File: config.mk
export PLATFORM = sky130hd
export DESIGN_NAME = overwrite_ring_queue_with_mean
export DESIGN_NICKNAME = d
export VERILOG_FILES = /design/src/rtl/orqm_pkg.sv /design/src/rtl/orqm_store.sv /design/src/rtl/orqm_div.sv /design/src/rtl/overwrite_ring_queue_with_mean.sv
export SDC_FILE = /design/constraint.sdc
export NUM_CORES = 1
export LEC_CHECK = 0
export ABC_AREA = 1
export BUFFER_PORTS_ARGS = -buffer_cell sky130_fd_sc_hd__buf_4
export CELL_PAD_IN_SITES_DETAIL_PLACEMENT = 1
export CELL_PAD_IN_SITES_GLOBAL_PLACEMENT = 1
export CORE_MARGIN = 5
export CORE_UTILIZATION = 44
export DETAILED_ROUTE_END_ITERATION = 8
export PLACE_DENSITY_LB_ADDON = 0.1
export SLEW_MARGIN = 10
export SYNTH_ARGS = -nofsm -noshare
export SYNTH_HDL_FRONTEND = slang
export SYNTH_HIERARCHICAL = 1
export SYNTH_SLANG_ARGS = --single-unit
File: constraint.sdc
create_clock -name clk -period 5.7 [get_ports clk]
set_input_delay 0.57 -clock clk [delete_from_list [all_inputs] [get_ports clk]]
set_output_delay 0.57 -clock clk [all_outputs]
set_load 0.01 [all_outputs]
File: src/rtl/orqm_pkg.sv
// ----------------------------------------------------------------------------
// orqm_pkg: shared definitions for the overwrite ring queue with mean
// Operation codes carried on the op input and the fixed occupancy width.
// ----------------------------------------------------------------------------
package orqm_pkg;

  // op input codes
  localparam logic OP_INSERT = 1'b0;
  localparam logic OP_REMOVE = 1'b1;

  // occupancy output width (queue depth is at most 127)
  localparam int OCC_BITS = 7;

endpackage

File: src/rtl/orqm_store.sv
// ----------------------------------------------------------------------------
// orqm_store: entry memory of the ring queue
// One write port and one read port; read data is registered.
// ----------------------------------------------------------------------------
module orqm_store #(
  parameter int DEPTH      = 8,
  parameter int VALUE_BITS = 12,
  parameter int IDX_BITS   = 3
) (
  input  logic                  clk,
  input  logic                  wr_en,
  input  logic [IDX_BITS-1:0]   wr_addr,
  input  logic [VALUE_BITS-1:0] wr_data,
  input  logic [IDX_BITS-1:0]   rd_addr,
  output logic [VALUE_BITS-1:0] rd_data
);

  logic [VALUE_BITS-1:0] entries [DEPTH];

  // write port
  always_ff @(posedge clk) begin
    if (wr_en) begin
      entries[wr_addr] <= wr_data;
    end
  end

  // registered read port
  always_ff @(posedge clk) begin
    rd_data <= entries[rd_addr];
  end

endmodule

File: src/rtl/orqm_div.sv
// ----------------------------------------------------------------------------
// orqm_div: bit-serial rounded mean divider
// Computes (2*total + count) / (2*count) by restoring division, one
// quotient bit per cycle, MSB first. The quotient is known to fit in
// VALUE_BITS, so the upper dividend bits preload the partial remainder.
// ----------------------------------------------------------------------------
module orqm_div #(
  parameter int VALUE_BITS = 12,
  parameter int COUNT_BITS = 4
) (
  input  logic                             clk,
  input  logic                             rst,
  input  logic                             start,
  input  logic [VALUE_BITS+COUNT_BITS-1:0] total,
  input  logic [COUNT_BITS-1:0]            count,
  output logic [VALUE_BITS-1:0]            quotient,
  output logic                             done
);

  localparam int TotalBits = VALUE_BITS + COUNT_BITS;
  localparam int StepBits  = $clog2(VALUE_BITS + 1);

  logic [TotalBits:0]    dividend;
  logic [COUNT_BITS:0]   divisor;
  logic [COUNT_BITS:0]   rem;
  logic [VALUE_BITS-1:0] shreg;
  logic [StepBits-1:0]   steps;
  logic                  busy;
  logic [COUNT_BITS+1:0] trial;
  logic                  fits;

  // dividend 2*total + count
  assign dividend = {total, 1'b0} + (TotalBits+1)'(count);

  // one restoring step: shift in the next dividend bit, try subtract
  assign trial = {rem, shreg[VALUE_BITS-1]};
  assign fits  = (trial >= {1'b0, divisor});

  // control
  always_ff @(posedge clk) begin
    if (rst) begin
      busy  <= 1'b0;
      done  <= 1'b0;
      steps <= '0;
    end else begin
      done <= 1'b0;
      if (start) begin
        busy  <= 1'b1;
        steps <= StepBits'(VALUE_BITS);
      end else if (busy) begin
        steps <= steps - 1'b1;
        if (steps == StepBits'(1)) begin
          busy <= 1'b0;
          done <= 1'b1;
        end
      end
    end
  end

  // datapath: shreg holds the low dividend bits and collects quotient bits
  always_ff @(posedge clk) begin
    if (start) begin
      divisor <= {count, 1'b0};
      rem     <= dividend[TotalBits:VALUE_BITS];
      shreg   <= dividend[VALUE_BITS-1:0];
    end else if (busy) begin
      if (fits) begin
        rem <= (COUNT_BITS+1)'(trial - {1'b0, divisor});
      end else begin
        rem <= trial[COUNT_BITS:0];
      end
      shreg <= {shreg[VALUE_BITS-2:0], fits};
    end
  end

  assign quotient = shreg;

endmodule

File: src/rtl/overwrite_ring_queue_with_mean.sv
// ----------------------------------------------------------------------------
// overwrite_ring_queue_with_mean: ring queue that overwrites its oldest
// entry when full and reports the rounded mean of the stored values
// ----------------------------------------------------------------------------
// Usage:
//   Input channel (in_valid/in_ready) carries one word: op and height_value.
//   op insert appends height_value (dropping the oldest entry when full) and
//   returns the mean rounded half up; op remove pops the oldest entry, or
//   returns empty_error when the queue holds nothing.
//   Output channel (out_valid/out_ready) returns one word per input word.
// Sequence:
//   One word is processed at a time; in_ready is high only while idle.
//   Insert: S_UPDATE, S_DIVLOAD, then S_DIVWAIT while the bit-serial
//   divider runs (one quotient bit per cycle), then S_DONE loads out_valid;
//   the next word is accepted only after the result is loaded.
//   Remove: S_UPDATE, then S_DONE loads out_valid.
// Reset:
//   rst empties the queue and clears the running sum; entry memory is not
//   cleared, as entries are only read after they are written.
// Stall:
//   A result sits in the output register until taken; the next word is
//   accepted meanwhile, and its result waits until the register frees.
// ----------------------------------------------------------------------------
module overwrite_ring_queue_with_mean #(
  parameter int QUEUE_DEPTH = 8,
  parameter int VALUE_BITS  = 12
) (
  input  logic                          clk,
  input  logic                          rst,
  input  logic                          in_valid,
  output logic                          in_ready,
  input  logic                          op,
  input  logic [VALUE_BITS-1:0]         height_value,
  output logic                          out_valid,
  input  logic                          out_ready,
  output logic [VALUE_BITS-1:0]         average_height,
  output logic [VALUE_BITS-1:0]         removed_height,
  output logic                          empty_error,
  output logic [orqm_pkg::OCC_BITS-1:0] occupancy
);

  localparam int CountBits = $clog2(QUEUE_DEPTH + 1);
  localparam int IdxBits   = (QUEUE_DEPTH > 1) ? $clog2(QUEUE_DEPTH) : 1;
  localparam int TotalBits = VALUE_BITS + CountBits;

  typedef enum logic [4:0] {
    S_IDLE    = 5'b00001,
    S_UPDATE  = 5'b00010,
    S_DIVLOAD = 5'b00100,
    S_DIVWAIT = 5'b01000,
    S_DONE    = 5'b10000
  } state_t;

  state_t state;

  logic                  op_q;
  logic [VALUE_BITS-1:0] value_q;
  logic [IdxBits-1:0]    head;
  logic [IdxBits-1:0]    tail;
  logic [CountBits-1:0]  count;
  logic [TotalBits-1:0]  total;
  logic [VALUE_BITS-1:0] res_avg;
  logic [VALUE_BITS-1:0] res_removed;
  logic                  res_err;

  logic                  in_fire;
  logic                  full;
  logic [IdxBits-1:0]    head_inc;
  logic [IdxBits-1:0]    tail_inc;
  logic [VALUE_BITS-1:0] oldest;
  logic                  store_wr;
  logic                  div_start;
  logic                  div_done;
  logic [VALUE_BITS-1:0] div_quot;
  logic                  out_load;

  assign in_ready  = (state == S_IDLE);
  assign in_fire   = in_valid && in_ready;
  assign full      = (count == CountBits'(QUEUE_DEPTH));
  assign head_inc  = (head == IdxBits'(QUEUE_DEPTH - 1)) ? '0 : head + 1'b1;
  assign tail_inc  = (tail == IdxBits'(QUEUE_DEPTH - 1)) ? '0 : tail + 1'b1;
  assign store_wr  = (state == S_UPDATE) && (op_q == orqm_pkg::OP_INSERT);
  assign div_start = (state == S_DIVLOAD);
  assign out_load  = (state == S_DONE) && (!out_valid || out_ready);

  // entry memory; head entry is read every cycle
  orqm_store #(
    .DEPTH      (QUEUE_DEPTH),
    .VALUE_BITS (VALUE_BITS),
    .IDX_BITS   (IdxBits)
  ) u_store (
    .clk     (clk),
    .wr_en   (store_wr),
    .wr_addr (tail),
    .wr_data (value_q),
    .rd_addr (head),
    .rd_data (oldest)
  );

  // serial mean divider
  orqm_div #(
    .VALUE_BITS (VALUE_BITS),
    .COUNT_BITS (CountBits)
  ) u_div (
    .clk      (clk),
    .rst      (rst),
    .start    (div_start),
    .total    (total),
    .count    (count),
    .quotient (div_quot),
    .done     (div_done)
  );

  // sequencer and queue state
  always_ff @(posedge clk) begin
    if (rst) begin
      state <= S_IDLE;
      head  <= '0;
      tail  <= '0;
      count <= '0;
      total <= '0;
    end else begin
      case (state)
        S_IDLE: begin
          if (in_fire) begin
            state <= S_UPDATE;
          end
        end
        S_UPDATE: begin
          if (op_q == orqm_pkg::OP_INSERT) begin
            tail <= tail_inc;
            if (full) begin
              head  <= head_inc;
              total <= total - TotalBits'(oldest) + TotalBits'(value_q);
            end else begin
              count <= count + 1'b1;
              total <= total + TotalBits'(value_q);
            end
            state <= S_DIVLOAD;
          end else begin
            if (count != '0) begin
              head  <= head_inc;
              count <= count - 1'b1;
              total <= total - TotalBits'(oldest);
            end
            state <= S_DONE;
          end
        end
        S_DIVLOAD: begin
          state <= S_DIVWAIT;
        end
        S_DIVWAIT: begin
          if (div_done) begin
            state <= S_DONE;
          end
        end
        S_DONE: begin
          if (out_load) begin
            state <= S_IDLE;
          end
        end
        default: begin
          state <= S_IDLE;
        end
      endcase
    end
  end

  // captured word and pending result fields
  always_ff @(posedge clk) begin
    if (in_fire) begin
      op_q    <= op;
      value_q <= height_value;
    end
    if (state == S_UPDATE) begin
      res_avg     <= '0;
      res_removed <= '0;
      res_err     <= 1'b0;
      if (op_q == orqm_pkg::OP_REMOVE) begin
        if (count != '0) begin
          res_removed <= oldest;
        end else begin
          res_err <= 1'b1;
        end
      end
    end
    if ((state == S_DIVWAIT) && div_done) begin
      res_avg <= div_quot;
    end
  end

  // output register
  always_ff @(posedge clk) begin
    if (rst) begin
      out_valid <= 1'b0;
    end else if (out_load) begin
      out_valid <= 1'b1;
    end else if (out_ready) begin
      out_valid <= 1'b0;
    end
  end

  always_ff @(posedge clk) begin
    if (out_load) begin
      average_height <= res_avg;
      removed_height <= res_removed;
      empty_error    <= res_err;
      occupancy      <= orqm_pkg::OCC_BITS'(count);
    end
  end

endmodule

Word level (Yosys, flattened, before mapping):

Memories as Yosys holds them, arrays and structs flattened. A register that Yosys moved wholly into a read port is not among the register bits.
Cells that the tools add are included.
W data, S select, Z words.

* flip-flop bits (word level): 126
* bits in writable memories: 96
* bits of input ports: 17
* output and inout bits: 34
* logic and storage cells: 103
* memories: 1

* $add $sub $neg: 10
* order comparisons: 1
* equal/unequal tests: 14
* muxes and demuxes: 34
* bitwise operators: 2
* reduce and logical (&&, ||, !) cells: 19

Memory list
* u_store.entries: words 8, width 12, read ports 1, clocked after Yosys merged registers in 1, write ports 1, RTL line orqm_store.sv:18 `logic [VALUE_BITS-1:0] entries [DEPTH];`

Operator list (number)
* $mux W12: 4
* $mux W16: 3
* $mux W5: 7
* $add A16 B12 Y16: 2
* $pmux W5 S5: 1
* $mux W4: 5
* $add A17 B4 Y17: 1
* $sub A16 B12 Y16: 1
* $mux W3: 5
* $mux W1: 9
* $reduce_and A3 Y1: 3
* $reduce_bool A2 Y1: 4
* $sub A4 B1 Y4 const B: 2
* $add A3 B1 Y3 const B: 2
* $eq A3 B3 Y1 const B: 2
* $ge A6 B5 Y1: 1
* $ne A2 B1 Y1 const B: 3
* $reduce_and A2 Y1: 3
* $eq A5 B1 Y1 const B: 1
* $eq A5 B2 Y1 const B: 1
* $eq A5 B3 Y1 const B: 1
* $eq A5 B4 Y1 const B: 1
* $eq A5 B5 Y1 const B: 1
* $sub A5 B5 Y5: 1
* 11 further kinds: 16

Longest topological paths before layout:

Gate-level depths: netlist (run 1).

* depth after elaboration: 5
* mapped depth: 26
* depth with buffers taken out: 26

Hierarchy:

The synthesis (run 1) kept the hierarchy.

Modules (own cells, without submodules)
* overwrite_ring_queue_with_mean: instances 1, cells an instance 636, area an instance 5490.3 µm²
* orqm_store: instances 1, cells an instance 445, area an instance 4479.3 µm²
* orqm_div: instances 1, cells an instance 228, area an instance 1778.0 µm²

Worst setup path before layout (run 1):

OpenSTA, ideal clock, no wires.

* path type: reg-to-reg
* start point: register total[0]
* end point: register total[11]
* setup time: 0.058 ns
* arrival: 2.804 ns
* setup slack: 2.837 ns
* cell stages (with the launch flop): 20
* path buffers: 0
* cells stage by stage: dfxtp_1 -> inv_1 -> ha_1 -> inv_1 -> fa_1 -> nand3_1 -> nand2_2 -> a21oi_1 -> o21ai_1 -> xnor2_1 -> o21ai_0 -> ha_1 -> nand2_1 -> nand2_1 -> a31oi_1 -> nand3_1 -> xor2_1 -> o211ai_1 -> o211ai_1 -> inv_1

* cells in the longest elaborated chain, start to end: 4
* elaborated cells on any way between the ends: 6
* those cells by class: add/sub (3); mux (3)

RTL lines
* start: declaration: RTL line overwrite_ring_queue_with_mean.sv:61 `logic [TotalBits-1:0] total;`
* start signal: assignment: RTL line overwrite_ring_queue_with_mean.sv:134 `total <= total - TotalBits'(oldest) + TotalBits'(value_q);`
* start signal: assignment: RTL line overwrite_ring_queue_with_mean.sv:137 `total <= total + TotalBits'(value_q);`
* start signal: assignment: RTL line overwrite_ring_queue_with_mean.sv:144 `total <= total - TotalBits'(oldest);`
* $sub A16 B12 Y16: RTL line overwrite_ring_queue_with_mean.sv:134, overwrite_ring_queue_with_mean.sv:144
* $add A16 B12 Y16: RTL line overwrite_ring_queue_with_mean.sv:134
* $mux W16: RTL line overwrite_ring_queue_with_mean.sv:132 `if (full) begin`
* $mux W16 (*): RTL line overwrite_ring_queue_with_mean.sv:130 `if (op_q == orqm_pkg::OP_INSERT) begin`

Every way passes the cells marked *; elsewhere a longest branch is shown, timed or not. The select of a mux whose other input is x is not followed.
A chain may end at the register's enable or synchronous reset.

Worst setup path after layout (run 1):

* start point: register u_store.rd_data[0], read port of u_store.entries
* end point: register total[15]

* cells in the longest elaborated chain, start to end: 4
* elaborated cells on any way between the ends: 5
* those cells by class: add/sub (2); mux (3)

RTL lines
* start: declaration: RTL line orqm_store.sv:15 `output logic [VALUE_BITS-1:0] rd_data`
* $sub A16 B12 Y16 (*): RTL line overwrite_ring_queue_with_mean.sv:134, overwrite_ring_queue_with_mean.sv:144
* $add A16 B12 Y16: RTL line overwrite_ring_queue_with_mean.sv:134
* $mux W16: RTL line overwrite_ring_queue_with_mean.sv:132
* $mux W16 (*): RTL line overwrite_ring_queue_with_mean.sv:130

Marked as above.

==> results.yml, run 1 <==
timing:
  min_period_ps: 3572
  finClkSkew_ps: 10.82
  worst_pin_slew_ps: 1225
  finalSetupTns_ps: 0
  min_period_over_period_pct: 62.66
  rsz0062_at_grt: "no"
  setup_viol: 0
  hold_viol_final: 0
  drv_slew: 0
  clock.fmax_mhz: 280.0
  relSlewSlack_pct: 18.02
synthesis:
  synth-seq-cells: 234
  seq_area_frac_synth_pct: 55.55
  synth_fa_ha_area_share_pct: 5.219
  synth_area_leaders: "edfxtp_1 47%, nand2_1 12%, dfxtp_1 8.5%, inv_1 6.1%, nand3_1 4.6%"
  synth_edf_count: 184
  synth_compound_area_share_pct: 5.656
  synth_top_area_share_pct: 47.03
  syn_inst: 1309
  ys_async_sr_fraction_pct: 0
  avgSynthCellArea_um2: 8.974
  synth_largest_area_cell: "edfxtp_1"
  yosys_warnings: 6
  synth_top_family_by_area: "simple AND/OR/NAND/NOR gates"
  yosys.area_share.simple_pct: 23.13
  synthMuxAreaShare_pct: 0
  ys_types: 46
  synth_flop_cell: "edfxtp_1"
  syn_area_um2: 11750
  synth_xor_area_share_pct: 1.342
cells_and_area:
  syn2layout_area_growth_pct: 13.29
  drive_gt1_share_pct: 12.60
  multi_input_area_um2: 4178
  seqCellArea_um2: 6526
  insertedDiodeCount: 0
  fin_util_pct: 50.79
  fill_cells: 3062
  nets: 1424
min_path:
  min_from: "height_value[4]"
  min_to: "value_q[4]"
  min_path_type: "input pin to flip-flop"
  hold_depth: 1
clock_tree:
  worstSkewPairLatency_ps: 530
  htree_levels: 1
  path_clk_slew_ps: 60
  postCtsHoldBufs: 0
  cts_tree: "built"
  cts_resized: 0
  numCtsBuffers: 26
  cts-root-buf: "clkbuf_16"
  post_cts_buffers: 0
  cts_num_sinks: 234
  cts_buffer_depth: 3
grt:
  grt_pass1_vias: 9117
  grt_pass1_wl_mm: 50.35
  gr-total-overflow: 0
  grt_usage_pct: 20.69
  grt_max_degree: 52
  antenna_found_initial: 0
detailed_routing:
  first_iter_violations: 495
  routed_via_density: 5.075
  drt_first_pass_iters: 5
  drc: 0
  wl_per_cell_um: 17.95
  drtAntennaViolNets: 0
  vias: 8709
  wirelength_mm: 30.81
critical_path:
  regToRegSetupSlack_ps: 2130
  cp-start-kind: "flip-flop"
  worst-setup-path-type: "flip-flop to flip-flop"
  end_kind: "flip-flop"
  slowest_delay_ps: 410
  r2r-start: "u_store/rd_data[0]"
  worstReg2RegEnd: "total[15]"
  path_max_fanout: 4
  crit_family: "simple AND/OR/NAND/NOR gates"
  cp.required_ps: 6160
  worst_path_max_delay_cell: "fa_1"
  cpMostUsedCell: "nand2_1"
  crit_arrival_ps: 4040
  r2r_cells: 20
  crit_buf_inv: 1
  path_cells: "ha_1 > inv_1 > fa_1 > nand3_1 > nand2_2 > a21oi_1 > o21ai_1 > xnor2_1 > o21ai_0 > ha_1 > nand2_1 > nor2_1 > nand3_1 > nand3_1 > nand4_1 > nand2_1 > nand2_1 > nand2_1 > nand3_2 > a21oi_2"
floorplanning:
  io_pins: 51
  rows: 59
  coreArea_um2: 26210
  die_h_um: 173.4
  die_w_um: 173.4
  start_util_pct: 44.83
  dieArea_um2: 30070
place:
  dpl.hpwl_mm: 21.95
  portBuffers: 47
  place_congestion: 0.8515
pwr:
  ir_drop_v: 0.0002458
  leakagePower_nw: 5.863
  power.density_nw_per_um2: 320.0
run_status:
  status: "finished, final reports clean"
job:
  drv_cap: 0
## cells in the final DEF, fill, tap and decap left out, types with 9 or more instances in the layout
cell type and count:
a21oi_1 35, a31oi_1 10, buf_4 59, clkbuf_16 26, clkinv_1 20, clkinv_2 10
dfxtp_1 50, edfxtp_1 184, ha_1 41, inv_1 190, inv_2 19, nand2_1 373
nand2_2 13, nand3_1 108, nor2_1 91, nor2_2 10, o211ai_1 9, o21ai_0 36
xor2_1 14
## sequential cells by signal, summed over array words and instances (netlist names)
register         cells
u_store/entries     96
total               16
average_height      12
removed_height      12
res_avg             12
res_removed         12
u_div/quotient      12
u_store/rd_data     12
value_q             12
state                5
u_div/rem            5
count                4
occupancy            4
u_div/divisor        4
u_div/steps          4
head                 3
tail                 3
empty_error          1
op_q                 1
out_valid            1
res_err              1
u_div/busy           1
u_div/done           1
## per-layer routing
| metal | wire length [µm] | GRT usage [%] | vias up |
|---|---|---|---|
| li1 | - | - | 4313 |
| met1 | 14730 | 29.10 | 4227 |
| met2 | 14440 | 34.89 | 139 |
| met3 | 1255 | 2.835 | 30 |
| met4 | 378 | 3.525 | 0 |
| met5 | 0 | 0 | - |
## cells in the mapped netlist (5+ instances only)
library cell  number
fa_1               5
buf_2             15
nand2_2           13
nand3_2            8
nor2_2             7
nand3_1          108
edfxtp_1         184
xor2_1            14
ha_1              41
nor2_1            94
o21ai_0           36
nor3_1             6
dfxtp_1           50
a31oi_1           10
clkbuf_1          11
nand2_1          373
clkinv_1          19
inv_1            190
o211ai_1           9
inv_2             19
a21oi_2            5
nand4_1            5
a21oi_1           35
buf_4              8
## area by class of cell
cell class	instances	share of cell area, %
multi-input cells	811	31.39
well taps	335	3.149
repair buffers	59	3.328
flip-flops and latches	234	49.04
clock buffers	32	5.509
inverters	229	6.468
clock inverters	16	1.119
## worst max-delay path by stage
| stage | slack (ps) | depth (start not counted) | endpoint | start |
|---|---|---|---|---|
| after CTS | 2090 | 21 | total[15] | total[0] |
| after global placement | 2210 | 20 | total[15] | total[0] |
| after global routing | 1760 | 21 | total[15] | total[0] |
| after detailed placement | 2130 | 21 | total[15] | total[0] |
| final | 2130 | 20 | total[15] | u_store/rd_data[0] |
| after floorplan | 2840 | 19 | total[11] | total[0] |
## per-stage QoR
step / setup WS (ps) / hold WS (ps) / power, mW / cells / cell area, µm²
after floorplan: 2837 / 400.3 / 2.410 / 1311 / 11760
after global placement: 2215 / 403.6 / 2.587 / 1668 / 12430
after detailed placement: 2125 / 405.2 / 2.604 / 1668 / 12430
after CTS: 2086 / 187.8 / 4.308 / 1716 / 13310
after global routing: 1755 / 181.4 / 4.469 / 1716 / 13310
final: 2128 / 207.8 / 4.259 / 1716 / 13310
## power breakdown
group          internal [mW]  switching (mW)  total (mW)
clock                   1.00           0.687        1.69
combinational          0.161           0.339       0.500
sequential              1.96           0.108        2.07
## logic make-up (layout without fill, tap and decap cells)
family | count (synthesis) | count (layout)
buf+inv | 266 | 336
simple gates | 631 | 631
other cells | 1 | 3
xor+xnor | 18 | 18
fa+ha+maj | 46 | 46
compound gates | 113 | 113
flops | 234 | 234
(Power assumes the default switching activity.)
==> run 2: changes to the inputs <==
clock period = 3.7 ns   (was 5.7 ns; I/O delays follow)
==> run 2 against run 1 <==
Against the previous run:
- utilization increased by 0.78 points
- die area unchanged
- final cell count increased by 1.2%
- count of clock-buffer cells in the layout increased by 2
- sequential cell count unchanged
- largest power group unchanged
- highest routed layer unchanged
==> results.yml, run 2 (synthesized netlist as in run 1, its figures left out) <==
run_status:
  status: "finished, final reports clean"
min_path:
  min_from: "height_value[2]"
  min_path_type: "input pin to flip-flop"
  hold_depth: 1
  min_to: "value_q[2]"
cells_and_area:
  largest_register_ffs: 96
  top_regs: "u_store/entries x96, total x16"
  regMostFlops: "u_store/entries"
  insertedDiodeCount: 0
  syn2layout_area_growth_pct: 15.03
  fin_util_pct: 51.56
  layout.cells.non_filler: 1737
  final_cell_mix: "373 x nand2_1, 190 x inv_1, 184 x edfxtp_1"
  drive_gt1_share_pct: 12.77
  seqCellArea_um2: 6526
  multi_input_area_um2: 4177
  layout_commonest_cell: "nand2_1"
  nets: 1445
  fill_cells: 3031
floorplanning:
  coreArea_um2: 26210
  io_pins: 51
  dieArea_um2: 30070
  rows: 59
  start_util_pct: 44.83
  die_w_um: 173.4
  die_h_um: 173.4
timing:
  clock.fmax_mhz: 290.9
  setup_viol: 0
  drv_slew: 0
  min_period_over_period_pct: 92.92
  finClkSkew_ps: 8.925
  relSlewSlack_pct: 37.98
  finalSetupTns_ps: 0
  hold_viol_final: 0
  rsz0062_at_grt: "no"
  min_period_ps: 3438
  worst_pin_slew_ps: 930.3
pwr:
  leakagePower_nw: 5.968
  power.density_nw_per_um2: 496.6
  ir_drop_v: 0.0004397
critical_path:
  r2r-start: "total[0]"
  path_max_fanout: 4
  worst-setup-path-type: "flip-flop to flip-flop"
  cp.required_ps: 4170
  r2r_cells: 22
  crit_arrival_ps: 3910
  regToRegSetupSlack_ps: 260
  end_kind: "flip-flop"
  cp-start-kind: "flip-flop"
  worstReg2RegEnd: "total[15]"
clock_tree:
  cts_buffer_depth: 3
  cts_num_sinks: 234
  numCtsBuffers: 26
  path_clk_slew_ps: 60
  post_cts_buffers: 0
  htree_levels: 1
  cts-root-buf: "clkbuf_16"
  worstSkewPairLatency_ps: 530
  cts_tree: "built"
place:
  portBuffers: 47
  dpl.hpwl_mm: 22.78
  dp_cells: 1679
  place_congestion: 0.8379
detailed_routing:
  drc: 0
  first_iter_violations: 555
  vias: 8900
  drtAntennaViolNets: 0
  wirelength_mm: 31.82
  drt_first_pass_iters: 5
  routed_via_density: 5.124
  wl_per_cell_um: 18.32
grt:
  antenna_found_initial: 0
  grt_pass1_wl_mm: 50.72
  gr-total-overflow: 0
  grt_usage_pct: 21.04
  grt_pass1_vias: 9150
  grt_max_degree: 52
job:
  drv_cap: 0
## run 2: cell types whose count changed in the layout (fill, tap and decap cells not counted), moves of 2 or more
cell           delta
clkbuf_8          -4
nor2_1            +2
dlygate4sd3_1    +10
nor2_2            -2
clkinv_2          -4
clkbuf_1          +5
buf_4            +11
bufinv_16         +2
## run 2: routing by layer
| metal | GRT usage (%) | vias up | share of wire (%) |
|---|---|---|---|
| met2 | 35.02 | 159 | 47 |
| met1 | 29.66 | 4349 | 47 |
| met5 | 0 | - | 0 |
| met4 | 5.155 | 0 | 2.2 |
| li1 | - | 4350 | - |
| met3 | 2.356 | 42 | 3.5 |
## run 2: worst max-delay path, stage by stage, from the launching register on
cell and delay [ps]:
dfxtp_1 320, inv_1 80, ha_1 150, inv_1 70
fa_1 410, nand3_1 110, nand2_2 100, nand2_1 70
nand2_1 90, xor2_1 170, nand2_1 60, o21ai_0 120
ha_1 390, nand2_1 120, o21ai_0 310, nand2_1 100
nand3_1 160, nand4_1 110, nand2_1 110, nand2_1 60
nand2_1 70, nand3_2 60, a21oi_2 140
## run 2: layout make-up
| class | count | area share (%) |
|---|---|---|
| inverters | 229 | 6.370 |
| multi-input cells | 811 | 30.91 |
| well taps | 335 | 3.102 |
| flip-flops and latches | 234 | 48.30 |
| repair buffers | 80 | 4.630 |
| clock buffers | 34 | 5.343 |
| clock inverters | 14 | 1.352 |
## run 2: how the worst max path moves through the flow
stage,from,to
2_1_floorplan,total[0],total[11]
3_3_place_gp,total[0],total[15]
3_5_place_dp,total[0],total[15]
4_1_cts,total[0],total[15]
5_1_grt,total[0],total[13]
6_report,total[0],total[15]
## run 2: stage by stage
| stage | hold slack [ps] | power, mW | setup slack (ps) | instance area [µm²] |
|---|---|---|---|---|
| floorplan | 400.3 | 3.713 | 837.5 | 11760 |
| global placement | 405.3 | 3.998 | 392.8 | 12500 |
| detailed placement | 405.9 | 4.032 | 316.9 | 12500 |
| CTS | 3.281 | 6.781 | 283.6 | 13510 |
| global route | 5.404 | 6.996 | 16.34 | 13510 |
| finish | 25.86 | 6.710 | 261.8 | 13510 |
## run 2: what timing repair did
item	4_1_cts	5_1_grt
hold endpoints to repair	10	0
hold buffers	10	0
endpoints found under the setup margin	0	2
resized for setup	0	1
## run 2: power breakdown
| group | switching (mW) | total (mW) | internal, mW |
|---|---|---|---|
| combinational | 0.548 | 0.810 | 0.263 |
| sequential | 0.157 | 3.18 | 3.02 |
| clock | 1.07 | 2.72 | 1.66 |
==> run 3: changes to the inputs <==
CAP_MARGIN = 20   (was not set)
CORE_UTILIZATION = 43   (was 44)
clock period = 2.75 ns   (was 3.7 ns; I/O delays follow)
==> run 3 against run 2 <==
Against the previous run:
- the flow now finishes with violations (setup timing)
- die area up 2.2%
- maximum frequency up 13%
- sequential cell count unchanged
- utilization up 3.4 points
- combinational power up 110%
- worst hold slack better by 27 ps
- power up 39%
- wire length up 6.0%
- sequential share of layout area down 4.2 points
- cell area up 9.7%
- clock skew up 8.2 ps
- setup slack worse by 550 ps
- critical path type unchanged
==> results.yml, run 3 (synthesized netlist as in run 1, its figures left out) <==
clock_tree:
  worstSkewPairLatency_ps: 540
  htree_levels: 1
  cts_buffer_depth: 3
  cts_num_sinks: 234
  cts-root-buf: "clkbuf_16"
  numCtsBuffers: 26
  path_clk_slew_ps: 60
  cts_tree: "built"
timing:
  min_period_over_period_pct: 110.5
  clock.fmax_mhz: 329.2
  worst_pin_slew_ps: 922.4
  finalSetupTns_ps: -2291
  rsz0062_at_grt: "yes"
  setup_viol: 11
  finClkSkew_ps: 17.16
  relSlewSlack_pct: 38.41
  fin_ws_ps: -287.5
  min_period_ps: 3037
  hold_viol_final: 0
  drv_slew: 0
place:
  dpl.hpwl_mm: 23.44
  placed_area_um2: 13160
  dp_slack_ps: -484.2
  portBuffers: 47
  place_congestion: 0.8437
  dp_cells: 1766
cells_and_area:
  drive_gt1_share_pct: 24.42
  top_regs: "u_store/entries x96, total x16"
  final_area_um2: 14830
  layout_commonest_cell: "nand2_1"
  fill_cells: 3088
  fin_util_pct: 55.01
  layout.cells.non_filler: 1844
  regMostFlops: "u_store/entries"
  insertedDiodeCount: 0
  largest_register_ffs: 96
  nets: 1546
  final_cell_mix: "350 x nand2_1, 185 x inv_1, 184 x edfxtp_1"
  syn2layout_area_growth_pct: 26.20
min_path:
  min_path_type: "input pin to flip-flop"
  hold_depth: 2
  min_from: "rst"
  min_to: "total[13]"
run_status:
  violations: "setup timing"
  status: "finished, violations left"
critical_path:
  crit_arrival_ps: 3470
  r2r-start: "total[0]"
  worst-setup-path-type: "flip-flop to flip-flop"
  end_kind: "flip-flop"
  regToRegSetupSlack_ps: -290
  r2r_cells: 25
  cp-start-kind: "flip-flop"
  path_max_fanout: 4
  cp.required_ps: 3180
  worstReg2RegEnd: "total[13]"
  crit_start: "total[0]"
floorplanning:
  io_pins: 51
  rows: 60
  start_util_pct: 43.59
  coreArea_um2: 26950
  dieArea_um2: 30720
  die_h_um: 175.3
  die_w_um: 175.3
detailed_routing:
  routed_via_density: 5.080
  drtAntennaViolNets: 0
  first_iter_violations: 496
  vias: 9367
  drt_first_pass_iters: 5
  wl_per_cell_um: 18.30
  wirelength_mm: 33.75
  drc: 0
grt:
  gr-total-overflow: 0
  grt_pass1_vias: 9838
  grt_max_degree: 52
  grt_usage_pct: 21.45
  antenna_found_initial: 0
  grt_pass1_wl_mm: 52.58
pwr:
  ir_drop_v: 0.0004313
  leakagePower_nw: 6.514
  power.density_nw_per_um2: 630.5
job:
  drv_cap: 0
## run 3: per-stage QoR
| stage | power (mW) | hold slack, ps |
|---|---|---|
| 6_report | 9.348 | 52.58 |
| 5_1_grt | 9.769 | 55.50 |
| 4_1_cts | 9.248 | 28.83 |
| 3_5_place_dp | 5.653 | 406.3 |
| 3_3_place_gp | 5.606 | 401.9 |
| 2_1_floorplan | 5.009 | 344.4 |
## run 3: critical path, stage by stage (launching register included)
cell,delay (ps)
dfxtp_2,330
inv_2,70
ha_4,120
inv_2,40
fa_2,360
nand3_2,90
nand2_4,90
xor2_1,210
nand2_1,130
nand2_2,110
ha_4,220
nand2_2,110
inv_1,50
nand2_1,90
nand2_2,70
buf_4,130
nand2_1,60
nand3_2,110
nand2_2,90
nand2_1,60
nand4_1,90
nand2_1,70
nand2_1,60
nand3_1,60
nand2_1,80
a21oi_2,50
## run 3: layer usage
metal	wire length (µm)	global-route usage [%]	up-vias	part of all wire, %
met5	0	0	-	0
met4	1029	6.547	0	3.0
met3	1284	2.282	62	3.8
li1	-	-	4555	-
met1	15400	29.68	4586	46
met2	16030	35.79	164	48
## run 3: worst max path at each step
stage	to	slack (ps)	cells past startpoint
6_report	total[13]	-290	25
5_1_grt	total[13]	-550	25
4_1_cts	total[15]	-290	21
3_5_place_dp	total[11]	-480	19
3_3_place_gp	total[11]	-420	19
2_1_floorplan	total[12]	-3	17
## run 3: area by class of cell
| cell class | instances | area [µm²] | share of cell area (%) |
|---|---|---|---|
| multi-input combinational | 811 | 4776 | 32.21 |
| clock buffer | 32 | 673.1 | 4.540 |
| clock inverter | 16 | 161.4 | 1.089 |
| inverter | 229 | 860.8 | 5.806 |
| timing repair buffer | 181 | 1395 | 9.410 |
| tap | 341 | 426.7 | 2.878 |
| sequential | 234 | 6533 | 44.06 |
## run 3: what timing repair did
action / in CTS / in global routing
hold buffers: 13 / 0
pin swaps: 20 / 39
endpoints found under the setup margin: 11 / 12
hold endpoints to repair: 13 / 0
buffers inserted: 10 / 7
resized for setup: 61 / 57
## run 3: power breakdown
part / switching (mW) / leakage [nW] / total (mW) / internal [mW]
sequential: 0.214 / 2.07 / 4.28 / 4.06
clock: 1.43 / 0.403 / 3.37 / 1.94
combinational: 0.971 / 4.04 / 1.70 / 0.727
